$ cat src/hw/rtl/elds_pkg.sv
`timescale 1ns / 1ps

package elds_pkg;

  localparam int unsigned WHEELS     = 4;
  localparam int unsigned CNT_W      = 32;
  localparam int unsigned MAG_W      = 32;
  localparam int unsigned SUM_W      = MAG_W + 2;
  localparam int unsigned DUTY_W     = 8;
  localparam int unsigned TRIM_W     = 11;
  localparam int unsigned TRIM_FRAC  = 10;
  localparam int unsigned MS_W       = 16;
  localparam int unsigned LIM_W      = 31;
  localparam int unsigned FRAC_W     = 16;
  localparam int unsigned FRAC_SHIFT = 8;
  localparam int unsigned TIMING_W   = 3 * MS_W;
  localparam int unsigned TRIMS_W    = WHEELS * TRIM_W;
  localparam int unsigned TRAVEL_W   = 32;
  localparam int unsigned PHASE_W    = 2;
  localparam int unsigned OUTCOME_W  = 2;
  localparam int unsigned CFG_IDX_W  = 3;
  localparam int unsigned CFG_DATA_W = 48;

  localparam logic [DUTY_W-1:0]   CRAWL_DUTY_RST = 8'd70;
  localparam logic [DUTY_W-1:0]   BOOST_DUTY_RST = 8'd140;
  localparam logic [TIMING_W-1:0] TIMING_RST     = {16'd30000, 16'd5000, 16'd220};
  localparam logic [LIM_W-1:0]    TARGET_RST     = 31'd11840;
  localparam logic [LIM_W-1:0]    FS_MIN_RST     = 31'd200;
  localparam logic [LIM_W-1:0]    SLIP_CHECK_RST = 31'd7000;
  localparam logic [FRAC_W-1:0]   SLIP_FRAC_RST  = 16'd141;
  localparam logic [TRIMS_W-1:0]  TRIMS_RST      = {11'd1024, 11'd936, 11'd859, 11'd840};

  // a zero minimum counts as a spread of exactly one
  localparam logic [FRAC_W-1:0]   FRAC_ONE       = 16'd256;
  localparam logic [DUTY_W-1:0]   DUTY_MAX       = 8'd255;

  localparam logic OP_START = 1'b0;
  localparam logic OP_TICK  = 1'b1;

  // right wheels take B going forward, left wheels going backward
  localparam logic [WHEELS-1:0] PIN_B_FWD = 4'b0011;
  localparam logic [WHEELS-1:0] PIN_B_REV = 4'b1100;

  localparam logic [PHASE_W-1:0] PHASE_IDLE = 2'd0;
  localparam logic [PHASE_W-1:0] PHASE_KICK = 2'd1;
  localparam logic [PHASE_W-1:0] PHASE_RUN  = 2'd2;
  localparam logic [PHASE_W-1:0] PHASE_DONE = 2'd3;

  localparam logic [OUTCOME_W-1:0] OUT_REACHED  = 2'd0;
  localparam logic [OUTCOME_W-1:0] OUT_FAILSAFE = 2'd1;
  localparam logic [OUTCOME_W-1:0] OUT_TIMEOUT  = 2'd2;
  localparam logic [OUTCOME_W-1:0] OUT_SLIP     = 2'd3;

  typedef enum logic [CFG_IDX_W-1:0] {
    REG_CRAWL_DUTY  = 3'd0,
    REG_BOOST_DUTY  = 3'd1,
    REG_TIMING      = 3'd2,
    REG_TARGET      = 3'd3,
    REG_FS_MIN      = 3'd4,
    REG_SLIP_CHECK  = 3'd5,
    REG_SLIP_FRAC   = 3'd6,
    REG_TRIMS       = 3'd7
  } cfg_reg_e;

  typedef enum logic [3:0] {
    LEG_IDLE = 4'b0001,
    LEG_KICK = 4'b0010,
    LEG_RUN  = 4'b0100,
    LEG_DONE = 4'b1000
  } leg_phase_e;

  function automatic logic [PHASE_W-1:0] phase_code(leg_phase_e p);
    logic [PHASE_W-1:0] c;
    case (p)
      LEG_IDLE: c = PHASE_IDLE;
      LEG_KICK: c = PHASE_KICK;
      LEG_RUN:  c = PHASE_RUN;
      LEG_DONE: c = PHASE_DONE;
      default:  c = PHASE_IDLE;
    endcase
    return c;
  endfunction

  // (duty * trim + half) >> 10, saturated
  function automatic logic [DUTY_W-1:0] trim_duty(logic [DUTY_W-1:0] duty,
                                                  logic [TRIM_W-1:0] trim);
    logic [DUTY_W+TRIM_W-1:0]           prod;
    logic [DUTY_W+TRIM_W:0]             rnd;
    logic [DUTY_W+TRIM_W-TRIM_FRAC:0]   scaled;
    logic [DUTY_W-1:0]                  res;
    prod   = duty * trim;
    rnd    = {1'b0, prod} + (DUTY_W+TRIM_W+1)'(1 << (TRIM_FRAC - 1));
    scaled = rnd[DUTY_W+TRIM_W:TRIM_FRAC];
    if (scaled > {{(TRIM_W-TRIM_FRAC+1){1'b0}}, DUTY_MAX}) begin
      res = DUTY_MAX;
    end else begin
      res = scaled[DUTY_W-1:0];
    end
    return res;
  endfunction

endpackage

$ cat src/hw/rtl/elds_if.sv
`timescale 1ns / 1ps

interface elds_in_if import elds_pkg::*; ();
  logic                    valid;
  logic                    ready;
  logic                    opcode;
  logic                    forward;
  logic signed [CNT_W-1:0] wheel0_count;
  logic signed [CNT_W-1:0] wheel1_count;
  logic signed [CNT_W-1:0] wheel2_count;
  logic signed [CNT_W-1:0] wheel3_count;

  modport source (output valid, opcode, forward, wheel0_count, wheel1_count,
                  wheel2_count, wheel3_count, input ready);
  modport sink   (input valid, opcode, forward, wheel0_count, wheel1_count,
                  wheel2_count, wheel3_count, output ready);
endinterface

interface elds_out_if import elds_pkg::*; ();
  logic                 valid;
  logic                 ready;
  logic [DUTY_W-1:0]    wheel0_duty;
  logic [DUTY_W-1:0]    wheel1_duty;
  logic [DUTY_W-1:0]    wheel2_duty;
  logic [DUTY_W-1:0]    wheel3_duty;
  logic [WHEELS-1:0]    pin_b_mask;
  logic [PHASE_W-1:0]   phase;
  logic [OUTCOME_W-1:0] outcome;
  logic [TRAVEL_W-1:0]  travelled;

  modport source (output valid, wheel0_duty, wheel1_duty, wheel2_duty, wheel3_duty,
                  pin_b_mask, phase, outcome, travelled, input ready);
  modport sink   (input valid, wheel0_duty, wheel1_duty, wheel2_duty, wheel3_duty,
                  pin_b_mask, phase, outcome, travelled, output ready);
endinterface

interface elds_cfg_if import elds_pkg::*; ();
  logic                  valid;
  logic                  ready;
  logic [CFG_IDX_W-1:0]  index;
  logic [CFG_DATA_W-1:0] data;

  modport source (output valid, index, data, input ready);
  modport sink   (input valid, index, data, output ready);
endinterface

$ cat src/hw/rtl/encoder_leg_drive_supervisor.sv
`timescale 1ns / 1ps
// Channel  Dir  Beat
// item_i   in   opcode, forward, wheel0..3_count
// result_o out  wheel0..3_duty, pin_b_mask, phase, outcome, travelled
// cfg_i    in   index, data (always ready)
//
// One item a cycle while the result is not stalled; a taken beat passes through the
// input register, then one pass of travel, checks and duty trim into the
// result register. Reset is asynchronous, active low, and loads the default
// registers with the leg idle. A stalled result holds; the input register
// still takes one further beat behind it.

module encoder_leg_drive_supervisor import elds_pkg::*; (
  input  logic       clk_i,
  input  logic       rst_ni,
  elds_in_if.sink    item_i,
  elds_out_if.source result_o,
  elds_cfg_if.sink   cfg_i
);

  // configuration
  logic [DUTY_W-1:0]   crawl_duty_q, boost_duty_q;
  logic [TIMING_W-1:0] timing_q;
  logic [LIM_W-1:0]    target_q, fs_min_q, slip_check_q;
  logic [FRAC_W-1:0]   slip_frac_q;
  logic [TRIMS_W-1:0]  trims_q;

  // input register
  logic                    in_valid_q;
  logic                    in_op_q, in_fwd_q;
  logic signed [CNT_W-1:0] in_cnt_q [WHEELS];

  // leg state
  leg_phase_e              phase_q, phase_d;
  logic                    dir_q, dir_d;
  logic signed [CNT_W-1:0] start_q [WHEELS];
  logic signed [CNT_W-1:0] start_d [WHEELS];
  logic [MS_W-1:0]         elapsed_q, elapsed_d;
  logic [OUTCOME_W-1:0]    outcome_q, outcome_d;

  // result register
  logic                 out_valid_q;
  logic [DUTY_W-1:0]    out_duty_q [WHEELS];
  logic [DUTY_W-1:0]    out_duty_d [WHEELS];
  logic [WHEELS-1:0]    out_mask_q, out_mask_d;
  logic [PHASE_W-1:0]   out_phase_q;
  logic [OUTCOME_W-1:0] out_outcome_q, out_outcome_d;
  logic [TRAVEL_W-1:0]  out_travel_q;

  logic                 adv, take;
  logic                 is_start;
  logic [MAG_W-1:0]     mag [WHEELS];
  logic [SUM_W-1:0]     sum;
  logic [MAG_W-1:0]     lo, hi;
  logic [TRAVEL_W-1:0]  got;
  logic                 slip;
  logic [MS_W-1:0]      el_inc;
  logic [MS_W-1:0]      kick_ms, fs_ms, hard_ms;

  assign adv  = in_valid_q && (!out_valid_q || result_o.ready);
  assign take = item_i.valid && item_i.ready;
  assign item_i.ready = !in_valid_q || adv;
  assign cfg_i.ready  = 1'b1;

  assign kick_ms = timing_q[MS_W-1:0];
  assign fs_ms   = timing_q[2*MS_W-1:MS_W];
  assign hard_ms = timing_q[3*MS_W-1:2*MS_W];

  always_ff @(posedge clk_i or negedge rst_ni) begin
    if (!rst_ni) begin
      crawl_duty_q <= CRAWL_DUTY_RST;
      boost_duty_q <= BOOST_DUTY_RST;
      timing_q     <= TIMING_RST;
      target_q     <= TARGET_RST;
      fs_min_q     <= FS_MIN_RST;
      slip_check_q <= SLIP_CHECK_RST;
      slip_frac_q  <= SLIP_FRAC_RST;
      trims_q      <= TRIMS_RST;
    end else if (cfg_i.valid) begin
      case (cfg_reg_e'(cfg_i.index))
        REG_CRAWL_DUTY: crawl_duty_q <= cfg_i.data[DUTY_W-1:0];
        REG_BOOST_DUTY: boost_duty_q <= cfg_i.data[DUTY_W-1:0];
        REG_TIMING:     timing_q     <= cfg_i.data[TIMING_W-1:0];
        REG_TARGET:     target_q     <= cfg_i.data[LIM_W-1:0];
        REG_FS_MIN:     fs_min_q     <= cfg_i.data[LIM_W-1:0];
        REG_SLIP_CHECK: slip_check_q <= cfg_i.data[LIM_W-1:0];
        REG_SLIP_FRAC:  slip_frac_q  <= cfg_i.data[FRAC_W-1:0];
        REG_TRIMS:      trims_q      <= cfg_i.data[TRIMS_W-1:0];
        default: ;
      endcase
    end
  end

  always_ff @(posedge clk_i) begin
    if (take) begin
      in_op_q     <= item_i.opcode;
      in_fwd_q    <= item_i.forward;
      in_cnt_q[0] <= item_i.wheel0_count;
      in_cnt_q[1] <= item_i.wheel1_count;
      in_cnt_q[2] <= item_i.wheel2_count;
      in_cnt_q[3] <= item_i.wheel3_count;
    end
  end

  always_comb begin
    logic signed [CNT_W:0]   diff;
    logic signed [CNT_W-1:0] ref_cnt;
    logic [MAG_W-1:0]        spread;
    logic [MAG_W+FRAC_SHIFT-1:0] lhs;
    logic [MAG_W+FRAC_W-1:0]     rhs;
    is_start = (in_op_q == OP_START);
    sum = '0;
    lo  = '0;
    hi  = '0;
    for (int w = 0; w < WHEELS; w++) begin
      ref_cnt = is_start ? in_cnt_q[w] : start_q[w];
      diff    = {in_cnt_q[w][CNT_W-1], in_cnt_q[w]} - {ref_cnt[CNT_W-1], ref_cnt};
      mag[w]  = diff[CNT_W] ? MAG_W'(-diff) : diff[MAG_W-1:0];
      sum     = sum + {2'b00, mag[w]};
      if (w == 0 || mag[w] < lo) begin
        lo = mag[w];
      end
      if (mag[w] > hi) begin
        hi = mag[w];
      end
    end
    got    = sum[SUM_W-1:2];
    spread = hi - lo;
    lhs    = {spread, {FRAC_SHIFT{1'b0}}};
    rhs    = slip_frac_q * lo;
    if (lo == '0) begin
      slip = slip_frac_q < FRAC_ONE;
    end else begin
      slip = {{(FRAC_W-FRAC_SHIFT){1'b0}}, lhs} > rhs;
    end
    el_inc = (elapsed_q == '1) ? elapsed_q : elapsed_q + 1'b1;
  end

  always_comb begin
    leg_phase_e ph;
    ph        = phase_q;
    phase_d   = phase_q;
    dir_d     = dir_q;
    elapsed_d = elapsed_q;
    outcome_d = outcome_q;
    start_d   = start_q;
    if (is_start) begin
      start_d   = in_cnt_q;
      dir_d     = in_fwd_q;
      elapsed_d = '0;
      phase_d   = LEG_KICK;
    end else if (phase_q == LEG_KICK || phase_q == LEG_RUN) begin
      elapsed_d = el_inc;
      if (ph == LEG_KICK && el_inc >= kick_ms) begin
        ph = LEG_RUN;
      end
      if (ph == LEG_RUN) begin
        // checks in priority order; the first that holds ends the leg
        if (got >= {1'b0, target_q}) begin
          outcome_d = OUT_REACHED;
          ph = LEG_DONE;
        end else if (el_inc > fs_ms && got < {1'b0, fs_min_q}) begin
          outcome_d = OUT_FAILSAFE;
          ph = LEG_DONE;
        end else if (got > {1'b0, slip_check_q} && slip) begin
          outcome_d = OUT_SLIP;
          ph = LEG_DONE;
        end else if (el_inc > hard_ms) begin
          outcome_d = OUT_TIMEOUT;
          ph = LEG_DONE;
        end
      end
      phase_d = ph;
    end

    for (int w = 0; w < WHEELS; w++) begin
      case (phase_d)
        LEG_KICK: out_duty_d[w] = trim_duty(boost_duty_q, trims_q[w*TRIM_W +: TRIM_W]);
        LEG_RUN:  out_duty_d[w] = trim_duty(crawl_duty_q, trims_q[w*TRIM_W +: TRIM_W]);
        default:  out_duty_d[w] = '0;
      endcase
    end
    if (phase_d == LEG_KICK || phase_d == LEG_RUN) begin
      out_mask_d = dir_d ? PIN_B_FWD : PIN_B_REV;
    end else begin
      out_mask_d = '0;
    end
    out_outcome_d = (phase_d == LEG_DONE) ? outcome_d : OUT_REACHED;
  end

  always_ff @(posedge clk_i or negedge rst_ni) begin
    if (!rst_ni) begin
      in_valid_q  <= 1'b0;
      out_valid_q <= 1'b0;
      phase_q     <= LEG_IDLE;
      dir_q       <= 1'b0;
      elapsed_q   <= '0;
      outcome_q   <= OUT_REACHED;
      for (int w = 0; w < WHEELS; w++) begin
        start_q[w] <= '0;
      end
    end else begin
      if (take) begin
        in_valid_q <= 1'b1;
      end else if (adv) begin
        in_valid_q <= 1'b0;
      end
      if (adv) begin
        out_valid_q <= 1'b1;
        phase_q     <= phase_d;
        dir_q       <= dir_d;
        elapsed_q   <= elapsed_d;
        outcome_q   <= outcome_d;
        start_q     <= start_d;
      end else if (result_o.ready) begin
        out_valid_q <= 1'b0;
      end
    end
  end

  always_ff @(posedge clk_i) begin
    if (adv) begin
      out_duty_q    <= out_duty_d;
      out_mask_q    <= out_mask_d;
      out_phase_q   <= phase_code(phase_d);
      out_outcome_q <= out_outcome_d;
      out_travel_q  <= got;
    end
  end

  assign result_o.valid       = out_valid_q;
  assign result_o.wheel0_duty = out_duty_q[0];
  assign result_o.wheel1_duty = out_duty_q[1];
  assign result_o.wheel2_duty = out_duty_q[2];
  assign result_o.wheel3_duty = out_duty_q[3];
  assign result_o.pin_b_mask  = out_mask_q;
  assign result_o.phase       = out_phase_q;
  assign result_o.outcome     = out_outcome_q;
  assign result_o.travelled   = out_travel_q;

`ifndef NO_ASSERTIONS
  a_stopped_no_drive: assert property (@(posedge clk_i) disable iff (!rst_ni)
    out_valid_q && (out_phase_q == PHASE_IDLE || out_phase_q == PHASE_DONE)
    |-> out_mask_q == '0 && out_duty_q[0] == '0 && out_duty_q[3] == '0)
    else $error("duty driven while idle or finished");

  a_outcome_only_done: assert property (@(posedge clk_i) disable iff (!rst_ni)
    out_valid_q && out_phase_q != PHASE_DONE |-> out_outcome_q == OUT_REACHED)
    else $error("outcome reported outside finished phase");

  a_held_item_kept: assert property (@(posedge clk_i) disable iff (!rst_ni)
    in_valid_q && !adv |=> in_valid_q && $stable(in_op_q) && $stable(in_cnt_q[0]))
    else $error("stalled input register lost or overwritten");

  a_start_zero_travel: assert property (@(posedge clk_i) disable iff (!rst_ni)
    adv && in_op_q == OP_START
    |=> out_travel_q == '0 && out_phase_q == PHASE_KICK && elapsed_q == '0)
    else $error("start beat did not restart the leg");
`endif

endmodule

$ cat src/flat_wrapper.sv
// flat-port wrapper written by rule: the top's interface ports become plain ports
module encoder_leg_drive_supervisor_flat import elds_pkg::*;
  (clk_i, rst_ni, item_i_valid, item_i_opcode, item_i_forward, item_i_wheel0_count, item_i_wheel1_count, item_i_wheel2_count, item_i_wheel3_count, item_i_ready, result_o_valid, result_o_wheel0_duty, result_o_wheel1_duty, result_o_wheel2_duty, result_o_wheel3_duty, result_o_pin_b_mask, result_o_phase, result_o_outcome, result_o_travelled, result_o_ready, cfg_i_valid, cfg_i_index, cfg_i_data, cfg_i_ready);
  elds_in_if item_i_i ();
  elds_out_if result_o_i ();
  elds_cfg_if cfg_i_i ();
  input  logic clk_i;
  input  logic rst_ni;
  input wire logic [$bits(item_i_i.valid)-1:0] item_i_valid;
  input wire logic [$bits(item_i_i.opcode)-1:0] item_i_opcode;
  input wire logic [$bits(item_i_i.forward)-1:0] item_i_forward;
  input wire logic [$bits(item_i_i.wheel0_count)-1:0] item_i_wheel0_count;
  input wire logic [$bits(item_i_i.wheel1_count)-1:0] item_i_wheel1_count;
  input wire logic [$bits(item_i_i.wheel2_count)-1:0] item_i_wheel2_count;
  input wire logic [$bits(item_i_i.wheel3_count)-1:0] item_i_wheel3_count;
  output wire logic [$bits(item_i_i.ready)-1:0] item_i_ready;
  output wire logic [$bits(result_o_i.valid)-1:0] result_o_valid;
  output wire logic [$bits(result_o_i.wheel0_duty)-1:0] result_o_wheel0_duty;
  output wire logic [$bits(result_o_i.wheel1_duty)-1:0] result_o_wheel1_duty;
  output wire logic [$bits(result_o_i.wheel2_duty)-1:0] result_o_wheel2_duty;
  output wire logic [$bits(result_o_i.wheel3_duty)-1:0] result_o_wheel3_duty;
  output wire logic [$bits(result_o_i.pin_b_mask)-1:0] result_o_pin_b_mask;
  output wire logic [$bits(result_o_i.phase)-1:0] result_o_phase;
  output wire logic [$bits(result_o_i.outcome)-1:0] result_o_outcome;
  output wire logic [$bits(result_o_i.travelled)-1:0] result_o_travelled;
  input wire logic [$bits(result_o_i.ready)-1:0] result_o_ready;
  input wire logic [$bits(cfg_i_i.valid)-1:0] cfg_i_valid;
  input wire logic [$bits(cfg_i_i.index)-1:0] cfg_i_index;
  input wire logic [$bits(cfg_i_i.data)-1:0] cfg_i_data;
  output wire logic [$bits(cfg_i_i.ready)-1:0] cfg_i_ready;
  assign item_i_i.valid = item_i_valid;
  assign item_i_i.opcode = item_i_opcode;
  assign item_i_i.forward = item_i_forward;
  assign item_i_i.wheel0_count = item_i_wheel0_count;
  assign item_i_i.wheel1_count = item_i_wheel1_count;
  assign item_i_i.wheel2_count = item_i_wheel2_count;
  assign item_i_i.wheel3_count = item_i_wheel3_count;
  assign item_i_ready = item_i_i.ready;
  assign result_o_valid = result_o_i.valid;
  assign result_o_wheel0_duty = result_o_i.wheel0_duty;
  assign result_o_wheel1_duty = result_o_i.wheel1_duty;
  assign result_o_wheel2_duty = result_o_i.wheel2_duty;
  assign result_o_wheel3_duty = result_o_i.wheel3_duty;
  assign result_o_pin_b_mask = result_o_i.pin_b_mask;
  assign result_o_phase = result_o_i.phase;
  assign result_o_outcome = result_o_i.outcome;
  assign result_o_travelled = result_o_i.travelled;
  assign result_o_i.ready = result_o_ready;
  assign cfg_i_i.valid = cfg_i_valid;
  assign cfg_i_i.index = cfg_i_index;
  assign cfg_i_i.data = cfg_i_data;
  assign cfg_i_ready = cfg_i_i.ready;
  encoder_leg_drive_supervisor u_core (.clk_i(clk_i), .rst_ni(rst_ni), .item_i(item_i_i), .result_o(result_o_i), .cfg_i(cfg_i_i));
endmodule
$ cat config.mk
export PLATFORM = sky130hd
export DESIGN_NAME = encoder_leg_drive_supervisor_flat
export DESIGN_NICKNAME = d
export VERILOG_FILES = /design/src/hw/rtl/elds_pkg.sv /design/src/hw/rtl/elds_if.sv /design/src/hw/rtl/encoder_leg_drive_supervisor.sv /design/src/flat_wrapper.sv
export SDC_FILE = /design/constraint.sdc
export NUM_CORES = 2
export LEC_CHECK = 0
export BUFFER_PORTS_ARGS = -buffer_cell sky130_fd_sc_hd__buf_2
export CAP_MARGIN = 30
export CORE_MARGIN = 3
export CORE_UTILIZATION = 46
export DETAILED_ROUTE_END_ITERATION = 8
export PLACE_DENSITY = 0.73
export RECOVER_POWER = 100
export SLEW_MARGIN = 20
export SYNTH_ARGS = -nofsm -noshare
export SYNTH_HDL_FRONTEND = slang
export SYNTH_SLANG_ARGS = --single-unit
$ cat constraint.sdc
create_clock -name clk_i -period 25.4 [get_ports clk_i]
set_clock_uncertainty 0.2 [all_clocks]
set_input_delay 2.54 -clock clk_i [delete_from_list [all_inputs] [get_ports clk_i]]
set_output_delay 2.54 -clock clk_i [all_outputs]
set_load 0.02 [all_outputs]
; Word level (Yosys, flattened, before mapping)
; Index checks and enable logic that the tools add are counted.
[totals]
input_bits = 186
mem_bits_rw = 0
mem_count = 0
latchBits = 0
elab_cells = 181
rom_bits = 0
ff_bits = 572
[classes]
reduce_logical = 25
magnitude_cmp = 23
div_mod_pow = 0
eq_ne = 15
mux = 55
shifts = 0
multipliers = 9
add_sub_neg = 21
bitwise = 1
[ops]
columns = operator, n
row1 = 32-bit 2-to-1 mux, 15
row2 = 19-bit by 10-bit adder with 20-bit output (second input constant), 8
row3 = 8-bit by 11-bit multiplier with 19-bit output, 8
row4 = 32-bit by 32-bit subtractor with 33-bit output, 4
row5 = 32-bit negation, 4
row6 = 32-bit greater-than comparator, 3
row7 = 32-bit less-than comparator, 3
row8 = 10-bit by 8-bit greater-than comparator with 1-bit output (second input constant), 8
row9 = 34-bit by 32-bit adder with 34-bit output, 2
row10 = 8-bit 2-to-1 mux, 8
row11 = 8-bit case mux with 2 select lines, 4
row12 = 40-bit by 48-bit greater-than comparator with 1-bit output, 1
row13 = 16-bit by 32-bit multiplier with 48-bit output, 1
row14 = 16-bit 2-to-1 mux, 3
row15 = 4-bit 2-to-1 mux, 11
row16 = 32-bit by 32-bit adder with 33-bit output, 1
row17 = 32-bit by 31-bit greater-or-equal comparator with 1-bit output, 1
row18 = 16-bit greater-than comparator, 2
row19 = 32-bit by 1-bit greater-than comparator with 1-bit output (second input constant), 1
row20 = 32-bit by 31-bit greater-than comparator with 1-bit output, 1
row21 = 32-bit logical NOT, 1
row22 = 32-bit by 31-bit less-than comparator with 1-bit output, 1
row23 = 32-bit subtractor, 1
row24 = 2-bit AND reduction, 10
row25 = other kinds (20), 47

; Depth between registers and ports, before layout
[depth]
depth_word = 24
mapped_depth = 110

; Worst setup path after synthesis
; Ideal clock, no wire load.
[synth_timing]
kind = flip-flop to flip-flop
from = register u_core.in_op_q
to = register u_core.out_outcome_q[1], in the netlist u_core.result_o.outcome[1] (data pin)
setup_slack_ns = 3.614
setup_ns = 0.256
path_stages_with_launch = 108
t_arrival_ns = 21.330
n_path_buf = 12
cell_sequence = edfxtp_1 > clkbuf_1 > clkbuf_1 > buf_1 > mux2i_1 > ha_1 > buf_2 > o21ai_1 > a21oi_2 > o21ai_2 > a2111oi_0 > or3_1 > buf_2 > a2111oi_4 > nor4bb_1 > nor2b_1 > and4b_1 > a2bb2oi_1 > (+72 left out) > o21ai_0 > o211a_1 > a31oi_1 > xor2_1 > ha_1 > nand4_1 > nor2_1 > nand3_1 > or4_1 > o221ai_1 > nor2_1 > o2111ai_1 > nor2_1 > nand4b_1 > nor4_1 > mux2i_1 > o211a_1 > and4b_1
[synth_via]
elab_chain_cells = 23
word_cells_on_any_way = 56
[synth_rtl]
columns = element, line
row1 = from (decl), encoder_leg_drive_supervisor.sv:30  ; logic in_op_q, in_fwd_q;
row2 = from (signal assigned), encoder_leg_drive_supervisor.sv:96  ; in_op_q <= item_i.opcode;
row3 = 32-bit 2-to-1 mux, encoder_leg_drive_supervisor.sv:116  ; ref_cnt = is_start ? in_cnt_q[w] : start_q[w];
row4 = 32-bit by 32-bit subtractor with 33-bit output, encoder_leg_drive_supervisor.sv:117  ; diff = {in_cnt_q[w][CNT_W-1], in_cnt_q[w]} - {ref_cnt[CNT_W-1], ref_cnt};
row5 = 32-bit negation, encoder_leg_drive_supervisor.sv:118  ; mag[w] = diff[CNT_W] ? MAG_W'(-diff) : diff[MAG_W-1:0];
row6 = 32-bit 2-to-1 mux, encoder_leg_drive_supervisor.sv:118
row7 = 32-bit by 1-bit greater-than comparator with 1-bit output, encoder_leg_drive_supervisor.sv:123  ; if (mag[w] > hi) begin
row8 = 32-bit 2-to-1 mux, encoder_leg_drive_supervisor.sv:123
row9 = 32-bit greater-than comparator, encoder_leg_drive_supervisor.sv:123
row10 = 32-bit 2-to-1 mux, encoder_leg_drive_supervisor.sv:123
row11 = (+7 left out), --
row12 = 1-bit logical AND, encoder_leg_drive_supervisor.sv:165  ; end else if (got > {1'b0, slip_check_q} && slip) begin
row13 = 4-bit 2-to-1 mux, encoder_leg_drive_supervisor.sv:165
row14 = 4-bit 2-to-1 mux, encoder_leg_drive_supervisor.sv:162  ; end else if (el_inc > fs_ms && got < {1'b0, fs_min_q}) begin
row15 = 4-bit 2-to-1 mux, encoder_leg_drive_supervisor.sv:159  ; if (got >= {1'b0, target_q}) begin
row16 = 4-bit 2-to-1 mux, encoder_leg_drive_supervisor.sv:157  ; if (ph == LEG_RUN) begin
row17 = 4-bit 2-to-1 mux, encoder_leg_drive_supervisor.sv:152  ; end else if (phase_q == LEG_KICK || phase_q == LEG_RUN) begin
row18 = 4-bit 2-to-1 mux, encoder_leg_drive_supervisor.sv:147  ; if (is_start) begin
row19 = 4-bit == test, encoder_leg_drive_supervisor.sv:188  ; out_outcome_d = (phase_d == LEG_DONE) ? outcome_d : OUT_REACHED;
row20 = to (signal assigned), encoder_leg_drive_supervisor.sv:226  ; out_outcome_q <= out_outcome_d;
row21 = to (decl), encoder_leg_drive_supervisor.sv:47  ; logic [OUTCOME_W-1:0] out_outcome_q, out_outcome_d;
; Several ways; a longest one is shown, not always the timed one.
; A chain may end at the register's enable or synchronous reset.

; Worst setup path after layout
; Same ends and word-level chain as after synthesis.

==> impl_metrics.yaml <==
status:
  status: "finished with violations"
  failed_checks: "max-capacitance violations, max-slew violations"
cells_and_area:
  synthToLayoutAreaGrowth_pct: 7.38
  utilization_pct: 49.9
  layout-drive-gt1-share_pct: 9.78
  design_area_mm2: 0.0931
  final_nets: 11890
logic_synthesis:
  synth_flop_cell: "dfrtp_1"
  synth_edf_count: 200
  yosys-top-cells-count: "inv_1, ha_1, nand2_1"
  synth_seq_area_share_pct: 17.7
  syn_area_mm2: 0.0867
  yosysMostFrequentCell: "inv_1"
  yosysTopAreaCell: "fa_1"
  ys_ff_latch: 570
  yosysWarnings: 0
  syn_area_per_cell_um2: 9.02
  async_reset_ff_share_pct: 64.9
  ys_types: 117
  netlist_instances: 9609
  ys_top_cells_by_area: "fa_1, ha_1, dfrtp_1"
  synth_fp_nets: 11755
  synth_top_area_share_pct: 20.3
timing:
  max_clock_freq_mhz: 41.7
  fin_crit_sh_pct: 94.5
  worst_pin_slew_ns: 6.41
  hold_viol: 0
  period_minus_slack_ns: 24.00
  timing.final.ws_setup_ns: 1.40
  tns_ns: 0
  slew_viol_final: 952
  slew-limit-headroom_pct: -328
  rsz0062_at_grt: "false"
  finalSetupViolCount: 0
setup_path:
  crit_required_ns: 25.65
  cpMaxStageDelayCell: "fa_1"
  start_kind: "flop"
  crit_fanout: 27
  end_kind: "flop"
  path_class: "reg2reg"
  worstPathArrival_ns: 24.25
  critical_path.max_stage_delay_ns: 0.55
  critical_path.most_common_cell: "a21o_1"
detailed_routing:
  met2_length_um: 122000
  top_layer: "met5"
  vias_per_cell: 5.71
  post_drt_wl_per_cell_um: 21.1
  postRouteAntennaNets: 0
  drc: 0
  wl_met1_um: 107000
  wl_um: 259000
  drtIter0Drc: 5168
  via_count: 70190
  first_pass_iters: 6
  wl_met3_um: 17600
clocking:
  clk_latency_ns: 0.70
  hold_buffers: 0
  clkSlewWorstSetupHoldPaths_ns: 0.06
  clock-sinks: 570
  cts_tree: "yes"
  root_buffer: "clkbuf_16"
  h-tree-depth: 3
  clock_path_buffers: 3
  cts_buffers: 70
floorplan:
  dieArea_mm2: 0.194
  fp.coreArea_mm2: 0.186
  initial_core_util_pct: 46.5
  ios: 261
  die_x_um: 440
  die_height_um: 440
  rows: 158
global_routing:
  grt.overflow.total: 0
  grt_pass1_wl_um: 406000
  grt_pass1_vias: 72106
  grt_start_max_net_pins: 115
  antenna_found_initial: 7
  grt_usage_pct: 26.7
placement:
  dpl_cell_area_mm2: 0.0910
  dp_hpwl_um: 206000
  gp_congestion: 1.00
  port_buffers: 259
  pre_cts_slack_ns: 0.582
hold_path:
  hold_class: "reg2reg"
run:
  max_cap_violations: 16
-- cell families after synthesis --
group,after synthesis,share of synthesized area (%)
simple gates,2805,16.2
fa+ha+maj,1961,35.9
buf+inv,1799,7.94
compound gates,1616,12.4
flops,570,17.7
mux,506,6.28
xor+xnor,351,3.59
other cells,1,0.00432
-- final timing paths --
check                                                     from                                  endpoint  slack, ns  cells past startpoint
worst max-delay path                  u_core.in_op_q$_DFFE_PP_  u_core.result_o.outcome[1]$_SDFFCE_PN0P_       1.40                     96
worst min-delay path            u_core.start_q[32]$_DFFE_PN0P_            u_core.start_q[32]$_DFFE_PN0P_       0.28                      2
worst max register to register        u_core.in_op_q$_DFFE_PP_  u_core.result_o.outcome[1]$_SDFFCE_PN0P_       1.40                     96
worst min register to register  u_core.start_q[32]$_DFFE_PN0P_            u_core.start_q[32]$_DFFE_PN0P_       0.28                      2
max in group asynchronous                               rst_ni           u_core.target_q[22]$_DFFE_PN0P_      11.75                      5
min in group asynchronous                               rst_ni            u_core.start_q[27]$_DFFE_PN0P_       3.13                      1
-- repair_timing --
item / CTS / global route
buffers inserted: 0 / 4
hold endpoints to repair: 0 / 0
endpoints found under the setup margin: 0 / 41
gates resized for setup: 0 / 12
-- flip-flops by register name, summed over array words and instances (netlist names), 4 cells and up --
signal,flops
u_core.start_q,128
u_core.fs_min_q,31
u_core.slip_check_q,31
u_core.in_cnt_q,128
u_core.result_o.wheel1_duty,8
u_core.result_o.wheel2_duty,8
u_core.phase_q,4
u_core.boost_duty_q,8
u_core.result_o.travelled,32
u_core.result_o.wheel0_duty,8
u_core.elapsed_q,16
u_core.slip_frac_q,16
u_core.result_o.wheel3_duty,8
u_core.target_q,31
u_core.trims_q,44
u_core.timing_q,48
u_core.crawl_duty_q,8
-- critical path, delay by kind of cell, from the launching register on --
| family | cells | cell delay (ns) |
|---|---|---|
| multiplexers | 1 | 0.23 |
| AO/OA/AOI/OAI | 44 | 10.09 |
| adder cells (fa/ha/maj) | 12 | 5.21 |
| flip-flops | 1 | 0.50 |
| XOR/XNOR | 2 | 0.39 |
| buffers and inverters | 13 | 1.75 |
| AND/OR/NAND/NOR | 24 | 5.36 |
-- layer usage --
layer  up-vias  track usage [%]
met5         -                0
met1     34646             34.3
met4         2             11.8
met3       602             3.76
met2      2580             44.8
li1      32360                -
-- layout make-up --
| class | instances | area (um2) |
|---|---|---|
| clock buffers | 89 | 1900 |
| well taps | 2480 | 3100 |
| multi-input cells | 7240 | 64500 |
| clock inverters | 39 | 399 |
| fillers | 17202 | 93300 |
| repair buffers | 437 | 2500 |
| flip-flops and latches | 570 | 15300 |
| diodes | 2 | 5.00 |
| inverters | 1425 | 5350 |
-- through the flow --
step / instances / hold WS, ns
4_1_cts: 12271 / 0.283
3_3_place_gp: 12143 / 0.263
5_1_grt: 12280 / 0.313
2_1_floorplan: 9609 / 0.250
3_5_place_dp: 12143 / 0.271
6_report: 12282 / 0.282
-- cell usage in the layout, fill, tap and decap left out, types with 26 or more instances in the layout --
cell / Yosys / layout
o31ai_1: 33 / 33
o21ai_0: 394 / 408
a21o_1: 186 / 185
ha_1: 1080 / 1080
nor2b_1: 94 / 94
nand3_1: 96 / 96
a21oi_1: 368 / 369
o21ba_2: 35 / 35
nand2_1: 1020 / 1020
a31oi_1: 48 / 48
nor2_1: 359 / 359
dfstp_2: 60 / 60
a211oi_1: 38 / 38
inv_1: 1423 / 1422
nor3_1: 172 / 172
o211ai_1: 35 / 35
or3_1: 53 / 53
mux2_2: 304 / 301
nand2b_1: 104 / 104
and2_1: 573 / 572
mux2i_1: 202 / 201
nand4_1: 93 / 93
nor4_1: 55 / 55
xor2_1: 122 / 122
clkbuf_1: 297 / 115
or2_2: 27 / 26
and3_1: 45 / 45
clkbuf_16: 0 / 72
buf_2: 48 / 182
fa_1: 880 / 880
o21a_1: 144 / 143
buf_4: 6 / 150
edfxtp_1: 200 / 200
dfrtp_1: 310 / 308
xnor2_1: 225 / 224
Power is not shown: default switching activity piles up to over one toggle a cycle in this logic, so the estimate is an artifact.
